### src/hw/rtl/sfdm_pkg.sv
package sfdm_pkg;

  // Image geometry and sampling grid
  localparam int unsigned IMAGE_WIDTH  = 160;
  localparam int unsigned IMAGE_HEIGHT = 120;
  localparam int unsigned SAMPLE_STEP  = 4;

  localparam int unsigned GRID_COLS = (IMAGE_WIDTH + SAMPLE_STEP - 1) / SAMPLE_STEP;
  localparam int unsigned GRID_ROWS = (IMAGE_HEIGHT + SAMPLE_STEP - 1) / SAMPLE_STEP;
  localparam int unsigned GRID_SIZE = GRID_COLS * GRID_ROWS;

  // Field widths
  localparam int unsigned PIX_W = 8;
  localparam int unsigned COL_W = 8;
  localparam int unsigned ROW_W = 7;
  localparam int unsigned CNT_W = 11;
  localparam int unsigned THR_W = 8;

  localparam int unsigned PH_W   = (SAMPLE_STEP > 1) ? $clog2(SAMPLE_STEP) : 1;
  localparam int unsigned GCOL_W = (GRID_COLS > 1) ? $clog2(GRID_COLS) : 1;
  localparam int unsigned IDX_W  = (GRID_SIZE > 1) ? $clog2(GRID_SIZE) : 1;

  // Configuration port
  localparam int unsigned CFG_IDX_W  = 2;
  localparam int unsigned CFG_DATA_W = 11;

  typedef enum logic [CFG_IDX_W-1:0] {
    CFG_THRESHOLD,
    CFG_ROI_START,
    CFG_ROI_END,
    CFG_REPORT_LIMIT
  } cfg_idx_e;

  localparam logic [THR_W-1:0] THRESHOLD_RST    = THR_W'(30);
  localparam logic [ROW_W-1:0] ROI_START_RST    = ROW_W'(0);
  localparam logic [ROW_W-1:0] ROI_END_RST      = ROW_W'(120);
  localparam logic [CNT_W-1:0] REPORT_LIMIT_RST = CNT_W'(1200);

  // Result kinds
  localparam logic KIND_COORD   = 1'b0;
  localparam logic KIND_SUMMARY = 1'b1;

  typedef struct packed {
    logic [THR_W-1:0] threshold;
    logic [ROW_W-1:0] roi_start;
    logic [ROW_W-1:0] roi_end;
    logic [CNT_W-1:0] report_limit;
  } cfg_t;

  // One pixel request on its way to evaluation
  typedef struct packed {
    logic [PIX_W-1:0] pixel;
    logic             frame_last;
    logic [COL_W-1:0] col;
    logic [ROW_W-1:0] row;
    logic             on_grid;
    logic [IDX_W-1:0] idx;
  } item_t;

  typedef struct packed {
    logic             kind;
    logic [COL_W-1:0] col;
    logic [ROW_W-1:0] row;
    logic [CNT_W-1:0] changed_count;
    logic             motion;
    logic             run_last;
  } res_t;

endpackage

### src/hw/rtl/sfdm_if.sv
interface sfdm_pix_if;
  logic                      valid;
  logic                      ready;
  logic [sfdm_pkg::PIX_W-1:0] pixel;
  logic                      frame_last;

  modport source (output valid, output pixel, output frame_last, input ready);
  modport sink   (input valid, input pixel, input frame_last, output ready);
endinterface


### src/hw/rtl/sfdm_scan.sv
module sfdm_scan (
  input  logic                         clk_i,
  input  logic                         rst_ni,
  sfdm_pix_if.sink                     pix_i,
  input  logic                         adv_i,
  output logic                         s1_valid_o,
  output sfdm_pkg::item_t              s1_item_o,
  output logic                         rd_en_o,
  output logic [sfdm_pkg::IDX_W-1:0]   rd_idx_o
);

  logic [sfdm_pkg::COL_W-1:0]  col_q, col_d;
  logic [sfdm_pkg::ROW_W-1:0]  row_q, row_d;
  logic [sfdm_pkg::PH_W-1:0]   cph_q, cph_d;
  logic [sfdm_pkg::PH_W-1:0]   rph_q, rph_d;
  logic [sfdm_pkg::GCOL_W-1:0] gcol_q, gcol_d;
  logic [sfdm_pkg::IDX_W-1:0]  rbase_q, rbase_d;
  logic                        s1_valid_q, s1_valid_d;
  sfdm_pkg::item_t             s1_q, item;
  logic                        accept;

  // Take a new request whenever the evaluation slot is free or drains now
  assign pix_i.ready = !s1_valid_q || adv_i;
  assign accept      = pix_i.valid && pix_i.ready;

  // Describe the current raster position
  always_comb begin
    item.pixel      = pix_i.pixel;
    item.frame_last = pix_i.frame_last;
    item.col        = col_q;
    item.row        = row_q;
    item.on_grid    = (cph_q == '0) && (rph_q == '0);
    item.idx        = sfdm_pkg::IDX_W'(rbase_q + sfdm_pkg::IDX_W'(gcol_q));
  end

  assign rd_en_o  = accept;
  assign rd_idx_o = item.idx;

  // Advance the raster and grid counters
  always_comb begin
    col_d   = col_q;
    row_d   = row_q;
    cph_d   = cph_q;
    rph_d   = rph_q;
    gcol_d  = gcol_q;
    rbase_d = rbase_q;
    if (accept) begin
      if (pix_i.frame_last) begin
        col_d   = '0;
        row_d   = '0;
        cph_d   = '0;
        rph_d   = '0;
        gcol_d  = '0;
        rbase_d = '0;
      end else if (col_q == sfdm_pkg::COL_W'(sfdm_pkg::IMAGE_WIDTH - 1)) begin
        col_d  = '0;
        cph_d  = '0;
        gcol_d = '0;
        if (row_q == sfdm_pkg::ROW_W'(sfdm_pkg::IMAGE_HEIGHT - 1)) begin
          row_d   = '0;
          rph_d   = '0;
          rbase_d = '0;
        end else begin
          row_d = row_q + 1'b1;
          if (rph_q == sfdm_pkg::PH_W'(sfdm_pkg::SAMPLE_STEP - 1)) begin
            rph_d   = '0;
            rbase_d = rbase_q + sfdm_pkg::IDX_W'(sfdm_pkg::GRID_COLS);
          end else begin
            rph_d = rph_q + 1'b1;
          end
        end
      end else begin
        col_d = col_q + 1'b1;
        if (cph_q == sfdm_pkg::PH_W'(sfdm_pkg::SAMPLE_STEP - 1)) begin
          cph_d  = '0;
          gcol_d = gcol_q + 1'b1;
        end else begin
          cph_d = cph_q + 1'b1;
        end
      end
    end
  end

  // Hold the request until evaluation takes it
  always_comb begin
    s1_valid_d = s1_valid_q;
    if (accept) begin
      s1_valid_d = 1'b1;
    end else if (adv_i) begin
      s1_valid_d = 1'b0;
    end
  end

  always_ff @(posedge clk_i or negedge rst_ni) begin
    if (!rst_ni) begin
      col_q      <= '0;
      row_q      <= '0;
      cph_q      <= '0;
      rph_q      <= '0;
      gcol_q     <= '0;
      rbase_q    <= '0;
      s1_valid_q <= 1'b0;
    end else begin
      col_q      <= col_d;
      row_q      <= row_d;
      cph_q      <= cph_d;
      rph_q      <= rph_d;
      gcol_q     <= gcol_d;
      rbase_q    <= rbase_d;
      s1_valid_q <= s1_valid_d;
    end
  end

  always_ff @(posedge clk_i) begin
    if (accept) begin
      s1_q <= item;
    end
  end

  assign s1_valid_o = s1_valid_q;
  assign s1_item_o  = s1_q;

endmodule

### src/flat_wrapper.sv
// flat-port wrapper written by rule: the top's interface ports become plain ports
module sfdm_scan_flat 
  (clk_i, rst_ni, adv_i, s1_valid_o, s1_item_o, rd_en_o, rd_idx_o, pix_i_valid, pix_i_pixel, pix_i_frame_last, pix_i_ready);
  sfdm_pix_if pix_i_i ();
  input  logic clk_i;
  input  logic rst_ni;
  input  logic adv_i;
  output logic s1_valid_o;
  output sfdm_pkg::item_t s1_item_o;
  output logic rd_en_o;
  output logic [sfdm_pkg::IDX_W-1:0] rd_idx_o;
  input wire logic [$bits(pix_i_i.valid)-1:0] pix_i_valid;
  input wire logic [$bits(pix_i_i.pixel)-1:0] pix_i_pixel;
  input wire logic [$bits(pix_i_i.frame_last)-1:0] pix_i_frame_last;
  output wire logic [$bits(pix_i_i.ready)-1:0] pix_i_ready;
  assign pix_i_i.valid = pix_i_valid;
  assign pix_i_i.pixel = pix_i_pixel;
  assign pix_i_i.frame_last = pix_i_frame_last;
  assign pix_i_ready = pix_i_i.ready;
  sfdm_scan u_core (.clk_i(clk_i), .rst_ni(rst_ni), .pix_i(pix_i_i), .adv_i(adv_i), .s1_valid_o(s1_valid_o), .s1_item_o(s1_item_o), .rd_en_o(rd_en_o), .rd_idx_o(rd_idx_o));
endmodule
### config.mk
export PLATFORM = sky130hd
export DESIGN_NAME = sfdm_scan_flat
export DESIGN_NICKNAME = d
export VERILOG_FILES = /design/src/hw/rtl/sfdm_pkg.sv /design/src/hw/rtl/sfdm_if.sv /design/src/hw/rtl/sfdm_scan.sv /design/src/flat_wrapper.sv
export SDC_FILE = /design/constraint.sdc
export NUM_CORES = 1
export LEC_CHECK = 0
export BUFFER_PORTS_ARGS = -buffer_cell sky130_fd_sc_hd__buf_2
export CORE_ASPECT_RATIO = 0.75
export CORE_MARGIN = 5
export CORE_UTILIZATION = 50
export CTS_CLUSTER_SIZE = 24
export DETAILED_ROUTE_END_ITERATION = 8
export HOLD_SLACK_MARGIN = 0.05
export PLACE_DENSITY_LB_ADDON = 0.3
export REMOVE_ABC_BUFFERS = 1
export SLEW_MARGIN = 20
export SYNTH_ARGS = -nofsm -noshare
export SYNTH_HDL_FRONTEND = slang
export SYNTH_SLANG_ARGS = --single-unit
### constraint.sdc
create_clock -name clk_i -period 2.3 [get_ports clk_i]
set_input_delay 0.575 -clock clk_i [delete_from_list [all_inputs] [get_ports clk_i]]
set_output_delay 0.575 -clock clk_i [all_outputs]
set_load 0.02 [all_outputs]
==> impl.org <==
** Status
- Run status :: finished with violations
- Violations in the final reports :: setup timing

** Timing
- Max Fclk :: 398 MHz
- Worst Skew :: 0.00574 ns
- Final critical-path required period :: 2.51 ns
- Final count of hold timing violations :: 0
- The final number of max-transition violations is 0.
- Smallest setup slack after layout :: -0.213 ns
- Final period util :: 1.09
- Setup total negative slack on the finished layout was measured at -1.04 ns.
- Setup violations remaining at the end of the flow were counted as 6.
- At the pin with the least slew margin, the transition time is 0.816 ns.
- Final hold analysis gives a worst-case slack of 0.305 ns.
- Worst-case headroom to the max-slew limit :: 0.456
- Setup repair after global routing missed its margin :: yes

** Synthesis
- Proportion of synthesized chip area in sequential cells :: 0.584
- Post-Syn Area :: 3310 um^2
- Number of warnings reported in the yosys synthesis log :: 0
- #FFs+latches synth :: 70
- Among all flip-flop cells after synthesis, the most frequent one is sky130_fd_sc_hd__edfxtp_1.
- Synthesis instantiated 51 different standard cells from the library.
- Syn Area/Cell :: 11.9 um^2
- Of all flip-flops after synthesis, the portion carrying an async set or reset was 0.486.
- Cell count after synthesis :: 278
- Counting flops with a built-in enable in the synthesized netlist gives 36.

** Detailed routing
- The count of nets left with antenna violations once routing finished came out at 0.
- After detailed routing, the number of vias per cell comes to 5.67.
- Number of vias after detailed routing :: 2431
- The detailed router finished its first iteration with 132 violations.
- Post-DR wirelength/cell :: 16.6 um
- First-pass DRT Iterations :: 4
- # DRC :: 0
- Summed over all layers, the routed wires come to 7.12 mm.

** Critical path
- Source of the worst register-to-register timing path :: u_core.col_q[0]$_DFFE_PN0P_
- Worst flop-to-flop path endpoint :: u_core.gcol_q[1]$_DFFE_PN0P_
- Worst R2R Setup Slack :: 0.26 ns
- For the worst flop-to-flop path, the logic depth is 5.
- Type of element launching the critical path :: register
- The critical path is of the reg2out type.
- STA classifies the critical path endpoint as an output pin.
- Worst EP required :: 1.73 ns
- Largest fanout on the critical path :: 5
- Data on the critical path arrives at its endpoint at 1.94 ns.

** Layout
- Leaving out filler cells and counting taps, the final layout contains 429.
- Net count of the finished layout :: 367
- Antenna Diode Count :: 0
- The library cell used most frequently in the layout, excluding fill and tap cells, is sky130_fd_sc_hd__buf_2.
- The top cell types in the final layout, fill and taps aside, are 55 x sky130_fd_sc_hd__buf_2, 36 x sky130_fd_sc_hd__edfxtp_1, 34 x sky130_fd_sc_hd__dfrtp_1.
- Fin util :: 0.630
- Post-route standard cell area excluding fillers :: 4020 um^2
- Area grow syn2layout :: 21.5%
- Layout cell share with drive strength beyond 1 :: 0.330

** Clock network
- Hold-fix buffer count after cts :: 0
- Clock tree synthesis selected as its root buffer the cell sky130_fd_sc_hd__clkbuf_8.
- Counting along the longest clock path gives a buffer depth of 2.
- TritonCTS built the clock tree.
- The clock tree synthesis step divided the H-tree into 3 levels.
- CTS saw 70 sinks.
- TritonCTS created 9 clock buffers.
- Clk Latency, worst-skew pair :: 0.35 ns
- Clock-pin slew on the worst setup and hold paths :: 0.08 ns

** Floorplanning
- I/O Pins :: 63
- Width of the die :: 104 um
- Die height :: 80.5 um
- The die covers 8370 um^2.
- In this run the core area contains 25 standard-cell rows.
- Effective utilization at floorplan :: 0.519
- The total area inside the core boundary comes to 6380 um^2.

** Pwr
- Power spread over the standard cell area amounts to 788 nW/um^2.
- IR analysis of the VDD net gives a maximum drop of 0.000387 V.
- Power comes to 3.17 mW.
- Leakage power summed over all cells :: 1.75 nW

** Run
- The tool flagged a number of max-cap violations equal to 0.

** Min path
- The tightest min-delay check is of the in2async type.

** Place
- Timing analysis after detailed placement gives a worst setup slack of -0.0729 ns.
- Number of cells in the design after placement :: 407
- Count of input and output buffers :: 62
- The wire-length estimate of the detail-placed layout is 4.63 mm.
- Instance area after placement :: 3650 um^2
- Routability congestion estimate :: 0.760

** Global route
- The number of antenna violations at the first check in global routing was 0.
- Entering global routing, the biggest net connects 50 pins.
- Number of global-route vias before repair :: 2433
- Overall Global Routing Usage :: 0.181
- Wire length of the first global-routing pass :: 12.0 mm
- Congestion Overflow GR :: 0
final cells by class:
type | instances | area, um^2
Tap cell | 81 | 101
Inverter | 17 | 63.8
Sequential cell | 70 | 1930
Clock buffer | 10 | 128
Timing Repair Buffer | 79 | 475
Clock inverter | 6 | 110
Multi-Input combinational cell | 166 | 1210
Fill cell | 501 | 2360
how the worst max path moves through the flow:
stage | end | from | cells past startpoint | slack, ns
after floorplan | u_core.gcol_q[0]$_DFFE_PN0P_ | u_core.s1_valid_o$_DFFE_PN0P_ | 6 | -0.47
after global placement | rd_idx_o[7] | u_core.rbase_q[4]$_DFFE_PN0P_ | 6 | -0.008
after detailed placement | rd_idx_o[7] | u_core.gcol_q[4]$_DFFE_PN0P_ | 6 | -0.07
after CTS | rd_idx_o[7] | u_core.gcol_q[4]$_DFFE_PN0P_ | 6 | -0.19
after global routing | rd_idx_o[8] | u_core.gcol_q[4]$_DFFE_PN0P_ | 6 | -0.31
final | rd_idx_o[7] | u_core.gcol_q[4]$_DFFE_PN0P_ | 6 | -0.21
flip-flops by register name (all words and copies together) (netlist names):
register	cells
u_core.s1_item_o	36
u_core.rph_q	2
u_core.cph_q	2
u_core.gcol_q	6
u_core.rbase_q	8
u_core.s1_valid_o	1
u_core.col_q	8
u_core.row_q	7
cells in the mapped netlist (all sizes together), types with 3 or more instances:
library cell   n  area (um^2)
edfxtp        36         1080
dfrtp         34          851
buf           22          153
o21ai         22          110
nand2         21         81.3
inv           17         63.8
ha            11          138
nand3         11         67.6
nor2          11         41.3
o31ai         10         75.1
nand4          9         62.6
a211oi         7         57.6
a21oi          7         57.6
a21o           5         37.5
nor3           5         25.0
a22o           4         35.0
xnor2          4         35.0
xor2           4         35.0
and3           3         18.8
and4           3         28.8
clkbuf         3         11.3
mux2i          3         30.0
nand2b         3         18.8
nor2b          3         23.8
cells by family after synthesis:
logic type	count (synthesis)	synth area share
buffers and inverters	42	0.0688
flip-flops	70	0.584
adder cells (fa/ha/maj)	11	0.0416
AND/OR/NAND/NOR	78	0.134
multiplexers	3	0.00907
XOR/XNOR	8	0.0212
AO/OA/AOI/OAI	66	0.142
power by group:
part	leakage, nW	internal (mW)	switching [mW]
clock	0.112	0.718	0.471
combinational	0.834	0.160	0.281
sequential	0.805	1.45	0.0944
total	1.75	2.33	0.846
timing repair:
| action | 4_1_cts | 5_1_grt |
|---|---|---|
| gates resized for setup | 13 | 5 |
| hold endpoints to repair | 0 | 0 |
| setup buffers | 4 | 2 |
| pin swaps | 5 | 1 |
| setup endpoints to repair | 5 | 7 |
metal layers:
layer  vias to the layer above  GRT usage  part of all wire
met4                         0     0.0686             0.018
met3                        16     0.0546             0.078
met1                      1175      0.240              0.46
met5                         -          0                 0
met2                       103      0.283              0.45
li1                       1137          -                 -
critical path: stages (launching register included):
cell and delay [ns]:
sky130_fd_sc_hd__dfrtp_1 0.39, sky130_fd_sc_hd__ha_1 0.31, sky130_fd_sc_hd__a21o_1 0.21, sky130_fd_sc_hd__a21oi_4 0.22, sky130_fd_sc_hd__nand2b_4 0.18, sky130_fd_sc_hd__xnor2_2 0.12, sky130_fd_sc_hd__buf_4 0.17
Power figures use the tool's default switching activity.
