### config.mk
export PLATFORM = sky130hd
export DESIGN_NAME = sfdm_eval_flat
export DESIGN_NICKNAME = d
export VERILOG_FILES = /design/src/hw/rtl/sfdm_pkg.sv /design/src/hw/rtl/sfdm_if.sv /design/src/hw/rtl/sfdm_eval.sv /design/src/flat_wrapper.sv
export SDC_FILE = /design/constraint.sdc
export NUM_CORES = 1
export LEC_CHECK = 0
export BUFFER_PORTS_ARGS = -buffer_cell sky130_fd_sc_hd__buf_2
export CAP_MARGIN = 10
export CORE_AREA = 2 2 81 122
export DETAILED_ROUTE_END_ITERATION = 10
export DIE_AREA = 0 0 83 124
export HOLD_SLACK_MARGIN = 0.08
export PLACE_DENSITY = 0.71
export SLEW_MARGIN = 20
export SYNTH_ARGS = -nofsm -noshare
export SYNTH_HDL_FRONTEND = slang
export SYNTH_SLANG_ARGS = --single-unit
export TNS_END_PERCENT = 20
### constraint.sdc
create_clock -name clk_i -period 5.3 [get_ports clk_i]
set_input_delay 0.265 -clock clk_i [delete_from_list [all_inputs] [get_ports clk_i]]
set_output_delay 0.265 -clock clk_i [all_outputs]
set_load 0.1 [all_outputs]
### src/hw/rtl/sfdm_pkg.sv
package sfdm_pkg;

  // Image geometry and sampling grid
  localparam int unsigned IMAGE_WIDTH  = 160;
  localparam int unsigned IMAGE_HEIGHT = 120;
  localparam int unsigned SAMPLE_STEP  = 4;

  localparam int unsigned GRID_COLS = (IMAGE_WIDTH + SAMPLE_STEP - 1) / SAMPLE_STEP;
  localparam int unsigned GRID_ROWS = (IMAGE_HEIGHT + SAMPLE_STEP - 1) / SAMPLE_STEP;
  localparam int unsigned GRID_SIZE = GRID_COLS * GRID_ROWS;

  // Field widths
  localparam int unsigned PIX_W = 8;
  localparam int unsigned COL_W = 8;
  localparam int unsigned ROW_W = 7;
  localparam int unsigned CNT_W = 11;
  localparam int unsigned THR_W = 8;

  localparam int unsigned PH_W   = (SAMPLE_STEP > 1) ? $clog2(SAMPLE_STEP) : 1;
  localparam int unsigned GCOL_W = (GRID_COLS > 1) ? $clog2(GRID_COLS) : 1;
  localparam int unsigned IDX_W  = (GRID_SIZE > 1) ? $clog2(GRID_SIZE) : 1;

  // Configuration port
  localparam int unsigned CFG_IDX_W  = 2;
  localparam int unsigned CFG_DATA_W = 11;

  typedef enum logic [CFG_IDX_W-1:0] {
    CFG_THRESHOLD,
    CFG_ROI_START,
    CFG_ROI_END,
    CFG_REPORT_LIMIT
  } cfg_idx_e;

  localparam logic [THR_W-1:0] THRESHOLD_RST    = THR_W'(30);
  localparam logic [ROW_W-1:0] ROI_START_RST    = ROW_W'(0);
  localparam logic [ROW_W-1:0] ROI_END_RST      = ROW_W'(120);
  localparam logic [CNT_W-1:0] REPORT_LIMIT_RST = CNT_W'(1200);

  // Result kinds
  localparam logic KIND_COORD   = 1'b0;
  localparam logic KIND_SUMMARY = 1'b1;

  typedef struct packed {
    logic [THR_W-1:0] threshold;
    logic [ROW_W-1:0] roi_start;
    logic [ROW_W-1:0] roi_end;
    logic [CNT_W-1:0] report_limit;
  } cfg_t;

  // One pixel request on its way to evaluation
  typedef struct packed {
    logic [PIX_W-1:0] pixel;
    logic             frame_last;
    logic [COL_W-1:0] col;
    logic [ROW_W-1:0] row;
    logic             on_grid;
    logic [IDX_W-1:0] idx;
  } item_t;

  typedef struct packed {
    logic             kind;
    logic [COL_W-1:0] col;
    logic [ROW_W-1:0] row;
    logic [CNT_W-1:0] changed_count;
    logic             motion;
    logic             run_last;
  } res_t;

endpackage

### src/hw/rtl/sfdm_if.sv


interface sfdm_res_if;
  logic                      valid;
  logic                      ready;
  logic                      kind;
  logic [sfdm_pkg::COL_W-1:0] col;
  logic [sfdm_pkg::ROW_W-1:0] row;
  logic [sfdm_pkg::CNT_W-1:0] changed_count;
  logic                      motion;
  logic                      run_last;

  modport source (output valid, output kind, output col, output row,
                  output changed_count, output motion, output run_last, input ready);
  modport sink   (input valid, input kind, input col, input row,
                  input changed_count, input motion, input run_last, output ready);
endinterface

### src/hw/rtl/sfdm_eval.sv
module sfdm_eval (
  input  logic                        clk_i,
  input  logic                        rst_ni,
  input  sfdm_pkg::cfg_t              cfg_i,
  input  logic                        s1_valid_i,
  input  sfdm_pkg::item_t             s1_item_i,
  input  logic [sfdm_pkg::PIX_W-1:0]  ref_i,
  output logic                        adv_o,
  output logic                        wr_en_o,
  output logic [sfdm_pkg::IDX_W-1:0]  wr_idx_o,
  output logic [sfdm_pkg::PIX_W-1:0]  wr_data_o,
  sfdm_res_if.source                  res_o
);

  logic                       first_q, first_d;
  logic [sfdm_pkg::CNT_W-1:0] cnt_q, cnt_d, cnt_next;
  sfdm_pkg::res_t             out_q, out_d, pend_q, pend_d;
  logic                       out_valid_q, out_valid_d;
  logic                       pend_valid_q, pend_valid_d;
  sfdm_pkg::res_t             coord, summary;
  logic [sfdm_pkg::PIX_W-1:0] diff;
  logic                       in_roi, hit, emit_sum, space, taken;

  // Evaluate only when both results of this request have room
  assign taken = out_valid_q && res_o.ready;
  assign space = !pend_valid_q && (!out_valid_q || res_o.ready);
  assign adv_o = s1_valid_i && space;

  // Compare against the stored reference
  always_comb begin
    diff     = (s1_item_i.pixel > ref_i) ? s1_item_i.pixel - ref_i
                                         : ref_i - s1_item_i.pixel;
    in_roi   = (s1_item_i.row >= cfg_i.roi_start) && (s1_item_i.row < cfg_i.roi_end);
    hit      = s1_item_i.on_grid && !first_q && in_roi && (diff > cfg_i.threshold) &&
               (cnt_q < cfg_i.report_limit);
    cnt_next = cnt_q + sfdm_pkg::CNT_W'(hit);
    emit_sum = s1_item_i.frame_last && !first_q;
  end

  // Build both result forms
  always_comb begin
    coord.kind          = sfdm_pkg::KIND_COORD;
    coord.col           = s1_item_i.col;
    coord.row           = s1_item_i.row;
    coord.changed_count = '0;
    coord.motion        = 1'b0;
    coord.run_last      = !s1_item_i.frame_last;

    summary.kind          = sfdm_pkg::KIND_SUMMARY;
    summary.col           = '0;
    summary.row           = '0;
    summary.changed_count = cnt_next;
    summary.motion        = (cnt_next != '0);
    summary.run_last      = 1'b1;
  end

  // Refresh the reference of every grid pixel
  assign wr_en_o   = adv_o && s1_item_i.on_grid;
  assign wr_idx_o  = s1_item_i.idx;
  assign wr_data_o = s1_item_i.pixel;

  // Fill the output register and the pending slot
  always_comb begin
    out_d        = out_q;
    pend_d       = pend_q;
    out_valid_d  = out_valid_q && !res_o.ready;
    pend_valid_d = pend_valid_q;
    if (adv_o) begin
      if (hit) begin
        out_d        = coord;
        out_valid_d  = 1'b1;
        pend_d       = summary;
        pend_valid_d = emit_sum;
      end else if (emit_sum) begin
        out_d       = summary;
        out_valid_d = 1'b1;
      end
    end else if (taken && pend_valid_q) begin
      out_d        = pend_q;
      out_valid_d  = 1'b1;
      pend_valid_d = 1'b0;
    end
  end

  // Track frame state
  always_comb begin
    first_d = first_q;
    cnt_d   = cnt_q;
    if (adv_o) begin
      if (s1_item_i.frame_last) begin
        first_d = 1'b0;
        cnt_d   = '0;
      end else begin
        cnt_d = cnt_next;
      end
    end
  end

  always_ff @(posedge clk_i or negedge rst_ni) begin
    if (!rst_ni) begin
      first_q      <= 1'b1;
      cnt_q        <= '0;
      out_valid_q  <= 1'b0;
      pend_valid_q <= 1'b0;
    end else begin
      first_q      <= first_d;
      cnt_q        <= cnt_d;
      out_valid_q  <= out_valid_d;
      pend_valid_q <= pend_valid_d;
    end
  end

  always_ff @(posedge clk_i) begin
    out_q  <= out_d;
    pend_q <= pend_d;
  end

  assign res_o.valid         = out_valid_q;
  assign res_o.kind          = out_q.kind;
  assign res_o.col           = out_q.col;
  assign res_o.row           = out_q.row;
  assign res_o.changed_count = out_q.changed_count;
  assign res_o.motion        = out_q.motion;
  assign res_o.run_last      = out_q.run_last;

  // A pending summary always sits behind a coordinate in the output register
  a_pend_behind_out: assert property (@(posedge clk_i) disable iff (!rst_ni)
    pend_valid_q |-> out_valid_q)
    else $error("pending result without an output result");

  a_pend_order: assert property (@(posedge clk_i) disable iff (!rst_ni)
    pend_valid_q |-> (out_q.kind == sfdm_pkg::KIND_COORD) && !out_q.run_last &&
                     (pend_q.kind == sfdm_pkg::KIND_SUMMARY))
    else $error("pending slot holds results out of order");

  // The first frame only fills the references
  a_first_silent: assert property (@(posedge clk_i) disable iff (!rst_ni)
    first_q |-> !out_valid_q)
    else $error("result produced during the first frame");

endmodule

### src/flat_wrapper.sv
// flat-port wrapper written by rule: the top's interface ports become plain ports
module sfdm_eval_flat 
  (clk_i, rst_ni, cfg_i, s1_valid_i, s1_item_i, ref_i, adv_o, wr_en_o, wr_idx_o, wr_data_o, res_o_valid, res_o_kind, res_o_col, res_o_row, res_o_changed_count, res_o_motion, res_o_run_last, res_o_ready);
  sfdm_res_if res_o_i ();
  input  logic clk_i;
  input  logic rst_ni;
  input  sfdm_pkg::cfg_t cfg_i;
  input  logic s1_valid_i;
  input  sfdm_pkg::item_t s1_item_i;
  input  logic [sfdm_pkg::PIX_W-1:0] ref_i;
  output logic adv_o;
  output logic wr_en_o;
  output logic [sfdm_pkg::IDX_W-1:0] wr_idx_o;
  output logic [sfdm_pkg::PIX_W-1:0] wr_data_o;
  output wire logic [$bits(res_o_i.valid)-1:0] res_o_valid;
  output wire logic [$bits(res_o_i.kind)-1:0] res_o_kind;
  output wire logic [$bits(res_o_i.col)-1:0] res_o_col;
  output wire logic [$bits(res_o_i.row)-1:0] res_o_row;
  output wire logic [$bits(res_o_i.changed_count)-1:0] res_o_changed_count;
  output wire logic [$bits(res_o_i.motion)-1:0] res_o_motion;
  output wire logic [$bits(res_o_i.run_last)-1:0] res_o_run_last;
  input wire logic [$bits(res_o_i.ready)-1:0] res_o_ready;
  assign res_o_valid = res_o_i.valid;
  assign res_o_kind = res_o_i.kind;
  assign res_o_col = res_o_i.col;
  assign res_o_row = res_o_i.row;
  assign res_o_changed_count = res_o_i.changed_count;
  assign res_o_motion = res_o_i.motion;
  assign res_o_run_last = res_o_i.run_last;
  assign res_o_i.ready = res_o_ready;
  sfdm_eval u_core (.clk_i(clk_i), .rst_ni(rst_ni), .cfg_i(cfg_i), .s1_valid_i(s1_valid_i), .s1_item_i(s1_item_i), .ref_i(ref_i), .adv_o(adv_o), .wr_en_o(wr_en_o), .wr_idx_o(wr_idx_o), .wr_data_o(wr_data_o), .res_o(res_o_i));
endmodule
==> results.toml, run 1 <==
[status]
status = "finished clean"

[detailed_routing]
wl_met1_mm = 3.61
route.met3.wl_um = 303
routed.top_layer = "met4"
drc = 0
dr.pass1.iters = 4
met2_length_mm = 5.00
finalWirelength_mm = 9.11
detail-route-antenna-nets = 0
first_iter_violations = 215
vias = 3289
vias_per_cell = 5.17
avgRoutedWirePerCell_um = 14.3

[power_and_ir_drop]
power_density_mw_per_mm2 = 311
vdd_drop_max_v = 0.000275
power.leakage_nw = 2.41

[finish]
stdcell_area_mm2 = 0.00484
final_nets = 655
drive_above_1_share_pct = 27.9
final_common_cell = "buf_2"
final_cell_mix = "buf_2, inv_1, ha_1"
fin_util_pct = 52.6
fillers = 850
syn_to_final_growth_pct = 19.4
n_antenna_cell = 0

[logic_synthesis]
synth_edf_count = 41
synth_area_mm2 = 0.00405
synth_cell_type_count = 55
synth_flop_cell = "edfxtp_1"
seq_area_frac_synth_pct = 39.1
yosysWarnings = 0
ys_seq_elements = 55
syn_nets = 559
syn_inst = 427
syn_area_per_cell_um2 = 9.49
async_flop_share_pct = 25.5

[critical_path]
crit_buf_inv = 4
worstReg2RegEnd = "u_core.res_o.motion$_DFFE_PP_"
critical_path_required_ns = 5.34
crit_fanout = 8
crit_family = "simple AND/OR/NAND/NOR gates"
crit_type = "in -> reg"
worst_setup_path_end_kind = "flop"
cp_slowest_stage_delay_ns = 0.38
crit_arrival_ns = 4.93
r2r_slack_ns = 1.58
r2r_start = "u_core.cnt_q[6]$_DFFE_PN0P_"
start_kind = "input pin"
cp_common_cell = "ha_1"
r2r_cells = 13
cp_slowest_cell = "fa_1"

[floorplanning]
die-area_mm2 = 0.0103
die_w_um = 83
coreArea_mm2 = 0.00920
rows = 43
initial_core_util_pct = 44.0
ios = 132
die_y_um = 124

[cts]
clk_pin_slew_ns = 0.07
cts_sinks = 55
htreeDepth = 2
clock_latency_ns = 0.30
post_cts_buffers = 0
root_buffer = "clkbuf_16"
clk_path_buf_depth = 2
cts_buffers = 5
cts_tree = "yes"

[placed_design]
placed_cell_area_mm2 = 0.00463
place_congestion = 0.958
preCtsSetupSlack_ns = -0.0960
port_buffers = 109
dpl.hpwl_mm = 7.46

[sta]
fin_crit_sh_pct = 92.2
setup_ws_ns = 0.412
tightest_slew_ns = 0.661
finalClockSkew_ns = 0.00436
slew_viol_final = 0
setup_viol_count_final = 0
hold_ws_ns = 0.245
relSlewSlack_pct = 55.8
period_minus_slack_ns = 4.89
fmax_mhz = 205
finalSetupTns_ns = 0
rsz0062_at_grt = "no"
hold_viol = 0

[hold_path]
min_to = "u_core.res_o.col[1]$_SDFFCE_PN0P_"
min_from = "s1_item_i[20]"
hp-class = "in -> reg"
hold_path_depth = 2

[global_route]
grt_usage_pct = 17.9
antenna_found_initial = 0
grt_pass1_wl_mm = 14.8
grt_max_degree = 35
grt_remaining_overflow = 0
grt_pass1_vias = 3176

[flow_run]
drv_cap = 0
## report_power, final
group	leakage (nW)	switching (W)	internal (W)
registers	0.579	0.0000133	0.000512
clock network	0.0868	0.000144	0.000235
logic	1.75	0.000455	0.000144
## worst max path at each step
stage                     slack (ns)          start                       endpoint  depth (start not counted)
after floorplan                 0.04  s1_item_i[33]  u_core.res_o.motion$_DFFE_PP_                         25
after global routing            0.05  s1_item_i[28]  u_core.res_o.motion$_DFFE_PP_                         25
after CTS                       0.20  s1_item_i[28]  u_core.res_o.motion$_DFFE_PP_                         25
after global placement          0.12  s1_item_i[28]  u_core.res_o.motion$_DFFE_PP_                         25
after detailed placement        -0.1  s1_item_i[28]  u_core.res_o.motion$_DFFE_PP_                         25
final                           0.41  s1_item_i[28]  u_core.res_o.motion$_DFFE_PP_                         25
## stage by stage
| step | power, W | instances |
|---|---|---|
| after CTS | 0.00151 | 636 |
| final | 0.00150 | 636 |
| after detailed placement | 0.00113 | 627 |
| after global routing | 0.00157 | 636 |
| after floorplan | 0.00104 | 427 |
| after global placement | 0.00112 | 627 |
## area by class of cell
class	instances	area (um2)	area share [%]
clock buffers	6	139	2.87
clock inverters	2	35.0	0.724
inverters	60	225	4.66
multi-input cells	277	2050	42.5
flip-flops and latches	55	1580	32.7
well taps	112	140	2.90
repair buffers	124	661	13.7
## registers in the layout (all words and copies together) (netlist names)
signal / cells
u_core.res_o.kind: 1
u_core.first_q: 1
u_core.res_o.changed_count: 11
u_core.res_o.run_last: 1
u_core.res_o.valid: 1
u_core.res_o.row: 7
u_core.pend_q: 12
u_core.cnt_q: 11
u_core.pend_valid_q: 1
u_core.res_o.col: 8
u_core.res_o.motion: 1
## synth_stat cells (2+ instances only)
cell type / count / area (um2)
mux2i_1: 3 / 30.0
nand2_1: 44 / 165
o211a_1: 2 / 20.0
o21ai_0: 22 / 110
fa_1: 2 / 40.0
a22o_1: 2 / 17.5
and2_1: 16 / 100
xor2_1: 6 / 52.6
buf_2: 3 / 15.0
a21boi_0: 3 / 22.5
and3_1: 3 / 18.8
a31oi_1: 3 / 18.8
buf_4: 20 / 150
mux2_2: 5 / 56.3
nand3_1: 10 / 50.1
nand3b_1: 5 / 37.5
a211oi_1: 2 / 15.0
o21ai_1: 2 / 10.0
and4_1: 2 / 17.5
nand4_1: 7 / 43.8
nor2b_1: 4 / 25.0
nor3_1: 2 / 10.0
a21o_1: 4 / 30.0
o31ai_1: 8 / 60.1
nor2_1: 14 / 52.6
nand2b_1: 7 / 43.8
a21oi_1: 21 / 105
ha_1: 49 / 613
dfrtp_1: 13 / 325
nor4_1: 3 / 18.8
inv_1: 60 / 225
xnor2_1: 7 / 61.3
edfxtp_1: 41 / 1230
clkbuf_1: 11 / 41.3
## timing repair
action,4_1_cts,5_1_grt
gates resized for setup,0,4
hold buffers,1,0
endpoints found under the setup margin,0,2
endpoints found under the hold margin,13,0
## per-layer routing
| metal | up-vias | track usage (%) |
|---|---|---|
| met2 | 91 | 34.6 |
| li1 | 1651 | - |
| met4 | 0 | 8.20 |
| met1 | 1537 | 19.5 |
| met5 | - | 0 |
| met3 | 10 | 2.05 |
## cells by family (layout without fill, tap and decap cells)
family | Yosys count | in the layout | share of synthesized area [%]
AOI/OAI and AO/OA | 81 | 81 | 12.9
muxes | 8 | 8 | 2.13
and+or+nand+nor | 124 | 124 | 16.1
adders and majority gates | 51 | 51 | 16.1
xor gates and xnor gates | 13 | 13 | 2.81
buffers and inverters | 95 | 192 | 10.9
DFF | 55 | 55 | 39.1
Power figures use the tool's default switching activity.
==> run 2, diff against run 1 <==
Settings changed: CORE_AREA 2 2 81 122 to 2 2 76 114, DIE_AREA 0 0 83 124 to 0 0 78 116, PLACE_DENSITY 0.71 to 0.79.
==> run 2 against run 1 <==
Compared with the run above: die area is 12% lower; routed wire length is 0.36% lower; cell count is 0.31% higher; register-to-register slack worse by 0.04 ns; first-iteration DRC count is 7.4% lower; power is 2.5% lower; non-clock buffer count is 9 higher; sequential share of layout area is 0.20 points lower; critical path type unchanged; largest cell class unchanged; highest routed layer unchanged.
==> results.toml, run 2 (same netlist as run 1, synthesis figures left out) <==
[placed_design]
place_congestion = 0.945
preCtsSetupSlack_ns = -0.0884
port_buffers = 109
dpl.hpwl_mm = 7.39
dp.cells = 628
placed_cell_area_mm2 = 0.00468

[floorplanning]
die_y_um = 116
ios = 132
coreArea_mm2 = 0.00801
initial_core_util_pct = 50.6
rows = 40
die_w_um = 78
die-area_mm2 = 0.00905

[sta]
slew_viol_final = 0
tightest_slew_ns = 0.672
hold_viol = 0
period_minus_slack_ns = 4.88
finalClockSkew_ns = 0.00344
fin_crit_sh_pct = 92.1
relSlewSlack_pct = 55.0
fmax_mhz = 205
setup_viol_count_final = 0
setup_ws_ns = 0.416
finalSetupTns_ns = 0

[critical_path]
cp_slowest_stage_delay_ns = 0.54
crit_fanout = 5
worst_setup_path_end_kind = "flop"
startpoint = "s1_item_i[28]"
cp_common_cell = "ha_1"
worstReg2RegEnd = "u_core.res_o.motion$_DFFE_PP_"
r2r_cells = 13
r2r_start = "u_core.cnt_q[6]$_DFFE_PN0P_"
start_kind = "input pin"
r2r_slack_ns = 1.54
cp_slowest_cell = "or4_1"
critical_path_required_ns = 5.32
crit_arrival_ns = 4.91
crit_type = "in -> reg"

[hold_path]
hold_path_depth = 2
min_to = "u_core.res_o.col[2]$_SDFFCE_PN0P_"
min_from = "s1_item_i[21]"
hp-class = "in -> reg"

[global_route]
antenna_found_initial = 0
grt_pass1_wl_mm = 14.5
grt_max_degree = 35
grt_usage_pct = 20.3
grt_remaining_overflow = 0
grt_pass1_vias = 3248

[cts]
cts_tree = "yes"
clock_latency_ns = 0.29
htreeDepth = 2
cts_sinks = 55
root_buffer = "clkbuf_16"
clk_path_buf_depth = 2
clk_pin_slew_ns = 0.06
cts_buffers = 5

[flow_run]
drv_cap = 0

[power_and_ir_drop]
combinationalPowerShare_pct = 41.1
switching_share_pct = 41.2
seqPwrFrac_pct = 35.9
share_clk_of_total_power_pct = 22.9
p_int_w = 0.000862
power.leakage_nw = 2.44
vdd_drop_max_v = 0.000238
power_density_mw_per_mm2 = 301
p_switching_w = 0.000604

[detailed_routing]
first_iter_violations = 199
dr.pass1.iters = 4
avgRoutedWirePerCell_um = 14.2
detail-route-antenna-nets = 0
finalWirelength_mm = 9.08
vias_per_cell = 5.30
vias = 3379
drc = 0

[finish]
regMostFlops = "u_core.pend_q"
final_cell_mix = "buf_2, inv_1, ha_1"
final_common_cell = "buf_2"
fin_cells = 638
largest_reg_flops = 12
regArea_mm2 = 0.00158
multi_input_area_mm2 = 0.00204
syn_to_final_growth_pct = 20.1
drive_above_1_share_pct = 28.5
stdcell_area_mm2 = 0.00487
n_antenna_cell = 0
fillers = 725
final_nets = 664

[status]
status = "finished clean"
run 2: changes by cell type in the layout (fill, tap and decap cells not counted):
cell	delta
a21oi_1	+1
a21oi_2	-1
buf_4	+9
bufinv_16	-1
clkbuf_1	+1
clkbuf_8	+1
clkinv_2	-1
o311ai_1	+1
o311ai_2	-1
run 2: worst max path at each step:
stage	cells past startpoint	endpoint
6_report	25	u_core.res_o.motion$_DFFE_PP_
5_1_grt	25	u_core.res_o.motion$_DFFE_PP_
4_1_cts	25	u_core.res_o.motion$_DFFE_PP_
3_5_place_dp	25	u_core.res_o.motion$_DFFE_PP_
3_3_place_gp	25	u_core.res_o.motion$_DFFE_PP_
2_1_floorplan	25	u_core.res_o.motion$_DFFE_PP_
run 2: worst max-delay path, delay by kind of cell:
kind                     cells  cell delay, ns
adder cells (fa/ha/maj)      4            1.04
AO/OA/AOI/OAI                9            1.45
buffers and inverters        5            0.52
multiplexers                 1            0.35
AND/OR/NAND/NOR              6            1.30
run 2: per-stage QoR:
| stage | util [%] | power [W] | hold slack [ns] |
|---|---|---|---|
| after floorplan | - | 0.00104 | -0.0306 |
| after global placement | 58.5 | 0.00112 | 0.176 |
| after detailed placement | 58.5 | 0.00114 | 0.181 |
| after CTS | 60.5 | 0.00147 | 0.246 |
| after global routing | 60.8 | 0.00153 | 0.253 |
| final | 60.8 | 0.00147 | 0.252 |
run 2: area by class of cell:
cell class                      count  share of cell area (%)
Multi-Input combinational cell    277                    42.0
Sequential cell                    55                    32.5
Timing Repair Buffer              133                    15.0
Inverter                           60                    4.63
Clock buffer                        8                    3.21
Tap cell                          105                    2.70
run 2: power groups by stage:
| stage | sequential [W] | clock, W | combinational [W] |
|---|---|---|---|
| 3_3_place_gp | 0.000533 | 0 | 0.000591 |
| 3_5_place_dp | 0.000536 | 0 | 0.000600 |
| 5_1_grt | 0.000530 | 0.000357 | 0.000643 |
| 4_1_cts | 0.000527 | 0.000341 | 0.000603 |
| 2_1_floorplan | 0.000766 | 0 | 0.000277 |
| 6_report | 0.000526 | 0.000336 | 0.000603 |
run 2: per-layer routing:
| layer | wire, um | up-vias | GRT usage (%) | part of all wire, % |
|---|---|---|---|---|
| met5 | 0 | - | 0 | 0 |
| met4 | 419 | 0 | 11.2 | 4.6 |
| met3 | 469 | 33 | 2.41 | 5.2 |
| met2 | 4960 | 131 | 39.3 | 55 |
| met1 | 3230 | 1548 | 20.9 | 36 |
| li1 | - | 1667 | - | - |
run 2: timing repair:
action | 4_1_cts | 5_1_grt
gates resized for setup | 0 | 2
hold buffers | 1 | 0
setup buffers | 0 | 1
setup endpoints to repair | 0 | 3
endpoints found under the hold margin | 13 | 0
==> run 3, diff against run 2 <==
Settings changed: SETUP_SLACK_MARGIN set to 0.5.
==> run 3 against run 2 <==
Compared with the run above: worst setup slack gained 0.12 ns; final area grew 6.8%; global-route usage grew 0.21 points; largest cell class unchanged.
==> results.toml, run 3 (same netlist as run 1, synthesis figures left out) <==
[hold_path]
hold_path_depth = 2
min_to = "u_core.res_o.col[3]$_SDFFCE_PN0P_"
hp-class = "in -> reg"
min_from = "s1_item_i[22]"

[sta]
finalSetupTns_ns = 0
fmax_mhz = 210
hold_ws_ns = 0.247
setup_ws_ns = 0.532
hold_viol = 0
tightest_slew_ns = 0.791
period_minus_slack_ns = 4.77
slew_viol_final = 0
fin_crit_sh_pct = 90.0
setup_viol_count_final = 0
finalClockSkew_ns = 0.00630
relSlewSlack_pct = 47.1
rsz0062_at_grt = "yes"

[floorplanning]
die_y_um = 116
initial_core_util_pct = 50.6
rows = 40
ios = 132
coreArea_mm2 = 0.00801
die-area_mm2 = 0.00905
die_w_um = 78

[finish]
fin_cells = 639
syn_to_final_growth_pct = 28.3
stdcell_area_mm2 = 0.00520
n_antenna_cell = 0
regMostFlops = "u_core.pend_q"
drive_above_1_share_pct = 35.4
largest_reg_flops = 12
multi_input_area_mm2 = 0.00231
final_common_cell = "buf_2"
regArea_mm2 = 0.00158
final_cell_mix = "buf_2, inv_1, nand2_1"
fillers = 635
final_nets = 665

[cts]
cts_sinks = 55
clk_path_buf_depth = 2
cts_tree = "yes"
root_buffer = "clkbuf_16"
clk_pin_slew_ns = 0.07
htreeDepth = 2
clock_latency_ns = 0.29
cts_buffers = 5

[flow_run]
drv_cap = 0

[global_route]
grt_remaining_overflow = 0
grt_pass1_wl_mm = 14.7
antenna_found_initial = 0
grt_pass1_vias = 3286
grt_usage_pct = 20.5
grt_max_degree = 35

[power_and_ir_drop]
power.leakage_nw = 2.51
vdd_drop_max_v = 0.000237
power_density_mw_per_mm2 = 300

[placed_design]
preCtsSetupSlack_ns = 0.109
placed_cell_area_mm2 = 0.00463
port_buffers = 109
place_congestion = 0.904
dpl.hpwl_mm = 7.21
dp.cells = 615

[critical_path]
crit_arrival_ns = 4.81
crit_buf_inv = 6
cp_slowest_cell = "or4_4"
cp_common_cell = "buf_6"
crit_family = "simple AND/OR/NAND/NOR gates"
start_kind = "input pin"
worst_setup_path_end_kind = "flop"
critical_path_required_ns = 5.34
crit_type = "in -> reg"
r2r_cells = 13
worstReg2RegEnd = "u_core.res_o.motion$_DFFE_PP_"
r2r_start = "u_core.cnt_q[6]$_DFFE_PN0P_"
r2r_slack_ns = 1.45
crit_fanout = 5
cp_slowest_stage_delay_ns = 0.55

[detailed_routing]
avgRoutedWirePerCell_um = 15.2
finalWirelength_mm = 9.72
drc = 0
vias = 3469
vias_per_cell = 5.43
detail-route-antenna-nets = 0
dr.pass1.iters = 4
first_iter_violations = 206

[status]
status = "finished clean"
## run 3: cell types whose count changed in the layout (fill, tap and decap cells not counted), sizes merged
cell	delta
clkbuf	-2
buf	+1
bufinv	+1
clkinv	+1
## run 3: cell type report
type	count	area share [%]
multi-input cells	277	44.4
flip-flops and latches	55	30.5
repair buffers	134	14.8
inverters	60	4.43
clock buffers	6	2.67
well taps	105	2.53
clock inverters	2	0.674
## run 3: worst max path at each step
stage / start / endpoint / cells after the start
finish: s1_item_i[28] / u_core.res_o.motion$_DFFE_PP_ / 26
global placement: s1_item_i[28] / u_core.res_o.motion$_DFFE_PP_ / 24
CTS: s1_item_i[28] / u_core.res_o.motion$_DFFE_PP_ / 25
global route: s1_item_i[28] / u_core.res_o.motion$_DFFE_PP_ / 26
floorplan: s1_item_i[33] / u_core.res_o.motion$_DFFE_PP_ / 24
detailed placement: s1_item_i[28] / u_core.res_o.motion$_DFFE_PP_ / 24
## run 3: timing repair
item / in CTS / in global routing
gates resized for setup: 2 / 52
hold endpoints to repair: 13 / 0
endpoints found under the setup margin: 2 / 10
setup buffers: 4 / 11
pin swaps: 4 / 22
hold buffers: 1 / 0
## run 3: power by group
group	internal (W)	switching, W
Combinational	0.000181	0.000473
Sequential	0.000513	0.0000144
Clock	0.000235	0.000143
## run 3: through the flow
stage               util, %  total power (W)
global route           64.9          0.00163
CTS                    60.7          0.00152
global placement       57.9          0.00113
detailed placement     57.9          0.00114
finish                 64.9          0.00156
floorplan                 -          0.00105
## run 3: routing by layer
| metal | global-route usage, % | vias up | part of all wire [%] |
|---|---|---|---|
| met3 | 2.41 | 28 | 5.7 |
| li1 | - | 1677 | - |
| met5 | 0 | - | 0 |
| met2 | 37.8 | 161 | 55 |
| met1 | 23.4 | 1603 | 36 |
| met4 | 9.82 | 0 | 3.8 |
